[config.mk]
export PLATFORM = sky130hd
export DESIGN_NAME = ctcu_addr_gen
export DESIGN_NICKNAME = d
export VERILOG_FILES = /design/src/ctcu_pkg.sv /design/src/ctcu_addr_gen.sv
export SDC_FILE = /design/constraint.sdc
export NUM_CORES = 2
export LEC_CHECK = 0
export ABC_AREA = 0
export BUFFER_PORTS_ARGS = -buffer_cell sky130_fd_sc_hd__buf_2
export CORE_MARGIN = 5
export CORE_UTILIZATION = 58
export DETAILED_ROUTE_END_ITERATION = 10
export PLACE_DENSITY = 0.91
export SKIP_LAST_GASP = 1
export SLEW_MARGIN = 10
export SYNTH_ARGS = -nofsm -noshare
export SYNTH_HDL_FRONTEND = slang
export SYNTH_SLANG_ARGS = --single-unit
[constraint.sdc]
create_clock -name clk_i -period 9 [get_ports clk_i]
set_input_delay 0.45 -clock clk_i [delete_from_list [all_inputs] [get_ports clk_i]]
set_output_delay 0.45 -clock clk_i [all_outputs]
set_load 0.01 [all_outputs]
[src/ctcu_pkg.sv]
// ----------------------------------------------------------------------------
// ctcu_pkg
// Shared constants, codes and types of the CMAC tile coding unit.
// ----------------------------------------------------------------------------
package ctcu_pkg;

  // default sizes of the stores and loops
  localparam int STORE_DEPTH_C = 4096;
  localparam int MAX_DIMS_C    = 4;
  localparam int MAX_TILINGS_C = 16;
  localparam int MAX_OUTPUTS_C = 8;

  // wide enough for any address the generator can form at the largest sizes
  localparam int ADDR_W = 36;
  // number of coordinate ports
  localparam int NUM_COORDS = 4;
  // width of sums and gradient entries
  localparam int VAL_W = 24;

  // request codes
  typedef enum logic [1:0] {
    REQ_EVAL      = 2'd0,
    REQ_WRITE     = 2'd1,
    REQ_ACCUM     = 2'd2,
    REQ_READCLEAR = 2'd3
  } req_e;

  // configuration register indexes
  typedef enum logic [2:0] {
    CFG_LOWER    = 3'd0,
    CFG_INV      = 3'd1,
    CFG_TILES    = 3'd2,
    CFG_TILINGS  = 3'd3,
    CFG_DIMS     = 3'd4,
    CFG_OUTPUTS  = 3'd5
  } cfg_idx_e;

  // address generator status toward the controller
  typedef struct packed {
    logic              valid;
    logic              last;
    logic [ADDR_W-1:0] addr;
    logic [ADDR_W-1:0] chstride;
  } ag_t;

endpackage

[src/ctcu_addr_gen.sv]
// ----------------------------------------------------------------------------
// ctcu_addr_gen
// Quantizes the input point for one tiling at a time and forms the channel 0
// address of that tiling, plus the channel stride.
// ----------------------------------------------------------------------------
module ctcu_addr_gen #(
  parameter int MAX_DIMS    = ctcu_pkg::MAX_DIMS_C,
  parameter int MAX_TILINGS = ctcu_pkg::MAX_TILINGS_C,
  localparam int TLW = $clog2(MAX_TILINGS + 1),
  localparam int DCW = $clog2(MAX_DIMS + 1),
  localparam int DW  = (MAX_DIMS > 1) ? $clog2(MAX_DIMS) : 1,
  localparam int TW  = (MAX_TILINGS > 1) ? $clog2(MAX_TILINGS) : 1
) (
  input  logic               clk_i,
  input  logic               rst_ni,
  input  logic               go_i,
  input  logic               adv_i,
  input  logic signed [15:0] coord_i [MAX_DIMS],
  input  logic signed [15:0] lower_i,
  input  logic [15:0]        inv_i,
  input  logic [6:0]         tiles_i,
  input  logic [TLW-1:0]     tilings_i,
  input  logic [DCW-1:0]     dims_i,
  output ctcu_pkg::ag_t      ag_o
);

  localparam int AW = ctcu_pkg::ADDR_W;
  // cells in one tiling: up to 64 ** MAX_DIMS
  localparam int PW = 6 * MAX_DIMS + 1;

  typedef enum logic [5:0] {
    A_IDLE   = 6'b000001,
    A_DIV    = 6'b000010,
    A_STRIDE = 6'b000100,
    A_MUL    = 6'b001000,
    A_ACC    = 6'b010000,
    A_READY  = 6'b100000
  } ag_state_e;

  ag_state_e         state_q, state_d;
  logic [3:0]        cnt_q, cnt_d;
  logic [7:0]        rem_q, rem_d;
  logic [15:0]       quo_q, quo_d;
  logic [PW-1:0]     p_q, p_d;
  logic [DCW-1:0]    pcnt_q, pcnt_d;
  logic [AW-1:0]     chstride_q, chstride_d;
  logic [15:0]       off_q, off_d;
  logic [7:0]        r_q, r_d;
  logic [AW-1:0]     tbase_q, tbase_d;
  logic [TW-1:0]     t_q, t_d;
  logic [DW-1:0]     d_q, d_d;
  logic [PW-1:0]     acc_q, acc_d;
  logic signed [33:0] prod_q, prod_d;
  logic [AW-1:0]     addr_q, addr_d;

  logic [7:0]        rem_sh;
  logic signed [16:0] diff;
  logic signed [16:0] inv_s;
  logic [34:0]       v;
  logic [18:0]       vs;
  logic [6:0]        tmax;
  logic [6:0]        tile_num;
  logic [PW-1:0]     acc_n;
  logic [PW+6:0]     cs;
  logic [7:0]        r_sum;
  logic              last_t;

  assign last_t = (t_q == TW'(tilings_i - TLW'(1)));
  assign tmax   = tiles_i - 7'd1;

  // long division of 2**15 by the tiling count, one bit per cycle
  assign rem_sh = {rem_q[6:0], (cnt_q == 4'd15)};

  // distance from the lower bound, and the scale as a signed operand
  assign diff  = 17'(coord_i[d_q]) - 17'(lower_i);
  assign inv_s = {1'b0, inv_i};

  // tile number along the current dimension, clamped to the grid
  always_comb begin
    v        = {prod_q[33], prod_q} + {19'b0, off_q};
    vs       = v[34:16];
    tile_num = '0;
    if (!v[34] && (v != '0)) begin
      tile_num = (vs > 19'(tmax)) ? tmax : vs[6:0];
    end
  end

  assign acc_n = acc_q * PW'(tiles_i) + PW'(tile_num);
  assign cs    = {7'b0, p_q} * (PW + 7)'(tilings_i);
  assign r_sum = r_q + rem_q;

  // sequencer
  always_comb begin
    state_d    = state_q;
    cnt_d      = cnt_q;
    rem_d      = rem_q;
    quo_d      = quo_q;
    p_d        = p_q;
    pcnt_d     = pcnt_q;
    chstride_d = chstride_q;
    off_d      = off_q;
    r_d        = r_q;
    tbase_d    = tbase_q;
    t_d        = t_q;
    d_d        = d_q;
    acc_d      = acc_q;
    prod_d     = prod_q;
    addr_d     = addr_q;
    case (state_q)
      A_IDLE: begin
        if (go_i) begin
          cnt_d   = 4'd15;
          rem_d   = '0;
          quo_d   = '0;
          p_d     = PW'(1);
          pcnt_d  = '0;
          state_d = A_DIV;
        end
      end
      A_DIV: begin
        if (rem_sh >= 8'(tilings_i)) begin
          rem_d = rem_sh - 8'(tilings_i);
          quo_d = {quo_q[14:0], 1'b1};
        end else begin
          rem_d = rem_sh;
          quo_d = {quo_q[14:0], 1'b0};
        end
        // cells per tiling, built alongside
        if (pcnt_q < dims_i) begin
          p_d    = p_q * PW'(tiles_i);
          pcnt_d = pcnt_q + DCW'(1);
        end
        cnt_d = cnt_q - 4'd1;
        if (cnt_q == 4'd0) begin
          state_d = A_STRIDE;
        end
      end
      A_STRIDE: begin
        chstride_d = AW'(cs);
        off_d      = quo_q;
        r_d        = rem_q;
        tbase_d    = '0;
        t_d        = '0;
        d_d        = DW'(dims_i - DCW'(1));
        acc_d      = '0;
        state_d    = A_MUL;
      end
      A_MUL: begin
        prod_d  = diff * inv_s;
        state_d = A_ACC;
      end
      A_ACC: begin
        acc_d = acc_n;
        if (d_q == '0) begin
          addr_d  = tbase_q + AW'(acc_n);
          state_d = A_READY;
        end else begin
          d_d     = d_q - DW'(1);
          state_d = A_MUL;
        end
      end
      A_READY: begin
        if (adv_i) begin
          if (last_t) begin
            state_d = A_IDLE;
          end else begin
            t_d     = t_q + TW'(1);
            tbase_d = tbase_q + AW'(p_q);
            if (r_sum >= 8'(tilings_i)) begin
              r_d   = r_sum - 8'(tilings_i);
              off_d = off_q + quo_q + 16'd1;
            end else begin
              r_d   = r_sum;
              off_d = off_q + quo_q;
            end
            acc_d   = '0;
            d_d     = DW'(dims_i - DCW'(1));
            state_d = A_MUL;
          end
        end
      end
      default: state_d = A_IDLE;
    endcase
  end

  // control state
  always_ff @(posedge clk_i or negedge rst_ni) begin
    if (!rst_ni) begin
      state_q <= A_IDLE;
    end else begin
      state_q <= state_d;
    end
  end

  // datapath registers
  always_ff @(posedge clk_i) begin
    cnt_q      <= cnt_d;
    rem_q      <= rem_d;
    quo_q      <= quo_d;
    p_q        <= p_d;
    pcnt_q     <= pcnt_d;
    chstride_q <= chstride_d;
    off_q      <= off_d;
    r_q        <= r_d;
    tbase_q    <= tbase_d;
    t_q        <= t_d;
    d_q        <= d_d;
    acc_q      <= acc_d;
    prod_q     <= prod_d;
    addr_q     <= addr_d;
  end

  assign ag_o.valid    = (state_q == A_READY);
  assign ag_o.last     = last_t;
  assign ag_o.addr     = addr_q;
  assign ag_o.chstride = chstride_q;

endmodule

==> summary.md <==
| Metric | Value |
|---|---|
| Failing checks | setup timing |
| Worst slew pin tran | 1.23 ns |
| Layout area overhead | 11.9% |
| Start of the worst register-to-register path | d_q[0] |
| Port bufs | 182 |
| Hold WC Path Type | input pin to register |
| Hold path start | adv_i |
| Global route hottest layer | met2 |
| Ranking of synthesized cells by area | fa_1, edfxtp_1, ha_1 |
| Crit path max-delay family | adder cells |
| Met3 usage | 0.0515 |
| CP Class | register to register |
| GR Util met2 | 0.470 |
| Number of synthesized register bits | 253 |
| Post-synthesis instance total | 4,097 |
| H-tree depth | 1 |
| Antenna Cells | 0 |
| Crit path capture type | register |
| Synthesized area | 0.0388 sq mm |
| Placed cells | 5,132 |
| Library cells used by synthesis | 91 |
| FF-to-FF path depth | 35 |
| HPWL after DPL | 74,900 microns |
| Die Span X | 269 microns |
| Clock tree buffer depth | 3 |
| Max-slew headroom | 0.170 |
| CP arrival | 9.67 ns |
| M1 GR Usage | 0.322 |
| Critical Path End | prod_q[32] |
| Core Area | 0.0661 sq mm |
| Iteration-0 DRC Markers | 2,366 |
| Post-synth ARST share | 0.0237 |
| Vias per cell | 5.89 |
| Final Setup Violations | 8 |
| Initial antenna violation count | 0 |
| Worst path max stage delay | 0.56 ns |
| Router iterations before antenna repair | 5 |
| Layout Nets | 5,353 |
| Main synth FF type | edfxtp_1 |
| Register Area | 0.00757 sq mm |
| Worst EP required | 9.34 ns |
| Crit path buf inv count | 6 |
| Vias in the first global route | 33,300 |
| R2R setup slack | -0.34 ns |
| TritonCTS clock tree | yes |
| Syn Area/Cell | 9.47 sq um |
| Largest net degree at the start of global routing | 81 |
| Post-DR wirelength/cell | 19.0 microns |
| EDFF count, synth | 247 |
| Yosys top cell area share | 0.287 |
| Die height | 269 microns |
| Status | finished, violations left |
| Final Non-Filler Cells | 5,232 |
| Synth warn | 0 |
| Row cnt | 94 |
| CTS Sinks | 253 |
| Worst r2r dst | prod_q[32] |
| Slowest cell on crit path | fa_1 |
| Initial Util | 0.587 |
| Critical path depth in cells | 35 |
| Fillcell total | 4,665 |
| Final GP Congestion | 0.962 |
| Routed via count | 30,800 |
| Antenna-violating nets left | 0 |
| DRC errors left | 0 |
| F_max | 0.107 GHz |
| Num CTS Buffers | 31 |
| RSZ-0062 raised after global routing | yes |
| CTS clk-pin slew, worst paths | 0.07 ns |
| Final Critical Period | 9.34 ns |
| Proportion of layout cells with a drive suffix above 1 | 0.133 |
| Drt total wl | 99,500 microns |
| Worst-Skew Late Latency | 0.62 ns |
| Setup TNS | -1.61 ns |
| Crit share post-route | 1.04 |
| Finished Core Util | 0.657 |
| Fin. Hold Viols | 0 |
| Critical Path Start Type | register |
| Die Area | 0.0721 sq mm |
| Max-cap violations | 0 |
| Critical Path Source | d_q[0] |
| Boundary pin count | 189 |
| Pins Over Slew Limit | 0 |
| First-pass GRT wire length | 159,000 microns |
| Most frequent CP cell | fa_1 |
| Placement Setup Slack | -0.431 ns |
| GRT Util Overall | 0.267 |
| Register area share after synthesis | 0.195 |
| Gr ovfl total | 0 |
| Clock Skews | 0.0425 ns |
| Area of the multi-input gates | 0.0291 sq mm |
| CTS root buffer | clkbuf_16 |
| Final setup margin | -0.337 ns |
| Crit Path Max Fanout | 4 |
| Synth area leader | fa_1 |
layout make-up:
type,count,area share
multi-input combinational,3075,0.671
sequential,253,0.174
inverter,627,0.0542
timing repair buffer,357,0.0521
tap,864,0.0249
clock buffer,42,0.0197
clock inverter,14,0.00392
stage by stage:
step           cell area [sq um]  hold slack, ns
2_1_floorplan              38800           0.154
3_3_place_gp               41200           0.278
3_5_place_dp               41200           0.278
4_1_cts                    42700          0.0853
5_1_grt                    43400           0.123
6_report                   43400           0.110
routing by layer:
metal  vias up  wire length (microns)
met4         0                   5070
met2      1505                  49300
met3       432                   8140
met5         -                      0
li1      13800                      -
met1     15100                  37100
synthesized netlist by cell type (8+ instances only):
cell type / count
o21a_1: 40
edfxtp_1: 247
o31ai_1: 10
a21o_1: 68
buf_4: 9
o31a_1: 8
ha_1: 337
inv_1: 626
mux4_2: 16
a211oi_1: 25
nor2b_1: 50
and3_1: 33
nand4_1: 25
a21oi_1: 155
and2_1: 324
o21bai_1: 26
nand3_1: 47
xor2_1: 88
xnor2_1: 177
nor3_1: 54
a31oi_1: 12
nor3b_1: 8
o21ai_1: 18
nand2_1: 530
nor2_1: 192
mux2i_1: 13
fa_1: 556
clkbuf_1: 120
nor4_1: 11
or3_1: 11
o21ai_0: 89
nand2b_1: 32
buf_1: 12
worst reg2reg max path: cells and delay by family, from the launching register on:
family	cells	cell delay, ns
adders and majority gates	9	3.83
AOI/OAI and AO/OA	17	3.74
muxes	1	0.53
DFF	1	0.39
buffers and inverters	6	0.38
xor gates and xnor gates	1	0.09
and+or+nand+nor	1	0.08
cell usage in the layout, fill, tap and decap left out, drive strengths merged, types with 7 or more instances in the layout:
master    n
nor3b     8
nor2    192
o21ai   110
a21oi   156
mux2i    13
clkinv    8
nand2b   32
buf     356
mux4     16
and3     34
a21o     70
o31a      9
nand4    25
clkbuf   42
o21a     40
o31ai    10
nor4     12
nor2b    50
fa      556
o21bai   26
edfxtp  247
nand3    47
ha      337
nand2   532
nor3     55
a31oi    12
xnor2   177
or3      11
xor2     88
a211oi   26
o211a     7
and2    324
inv     629
flip-flops by register name, indices dropped and copies added (netlist names):
register    cells
cnt_q           4
acc_q          25
tbase_q        36
pcnt_q          3
off_q          16
chstride_q     30
p_q            25
prod_q         34
state_q         6
quo_q          16
d_q             2
addr_q         36
rem_q           8
r_q             8
t_q             4
worst min path at each step:
stage | end | slack [ns] | depth (start not counted)
after floorplan | state_q[1] | 0.15 | 0
after global placement | state_q[1] | 0.28 | 1
after detailed placement | state_q[1] | 0.28 | 1
after CTS | state_q[5] | 0.09 | 2
after global routing | state_q[5] | 0.12 | 2
final | state_q[5] | 0.11 | 2
what timing repair did:
item | 4_1_cts | 5_1_grt
setup buffers | 19 | 24
gates cloned | 2 | 0
hold buffers | 1 | 0
gates resized for setup | 47 | 117
endpoints found under the hold margin | 6 | 0
pin swaps | 35 | 107
setup endpoints to repair | 22 | 34
logic make-up after synthesis:
group,count (synthesis),share of synthesized area
adder cells (fa/ha/maj),893,0.396
AO/OA/AOI/OAI,535,0.0904
buffers and inverters,775,0.0766
flip-flops,253,0.195
AND/OR/NAND/NOR,1345,0.169
multiplexers,29,0.0126
XOR/XNOR,266,0.0604
other,1,0.0000967
Power is left out: the tool's default activity adds up to more than one toggle a clock period on the data nets, which glitch-free logic cannot reach.
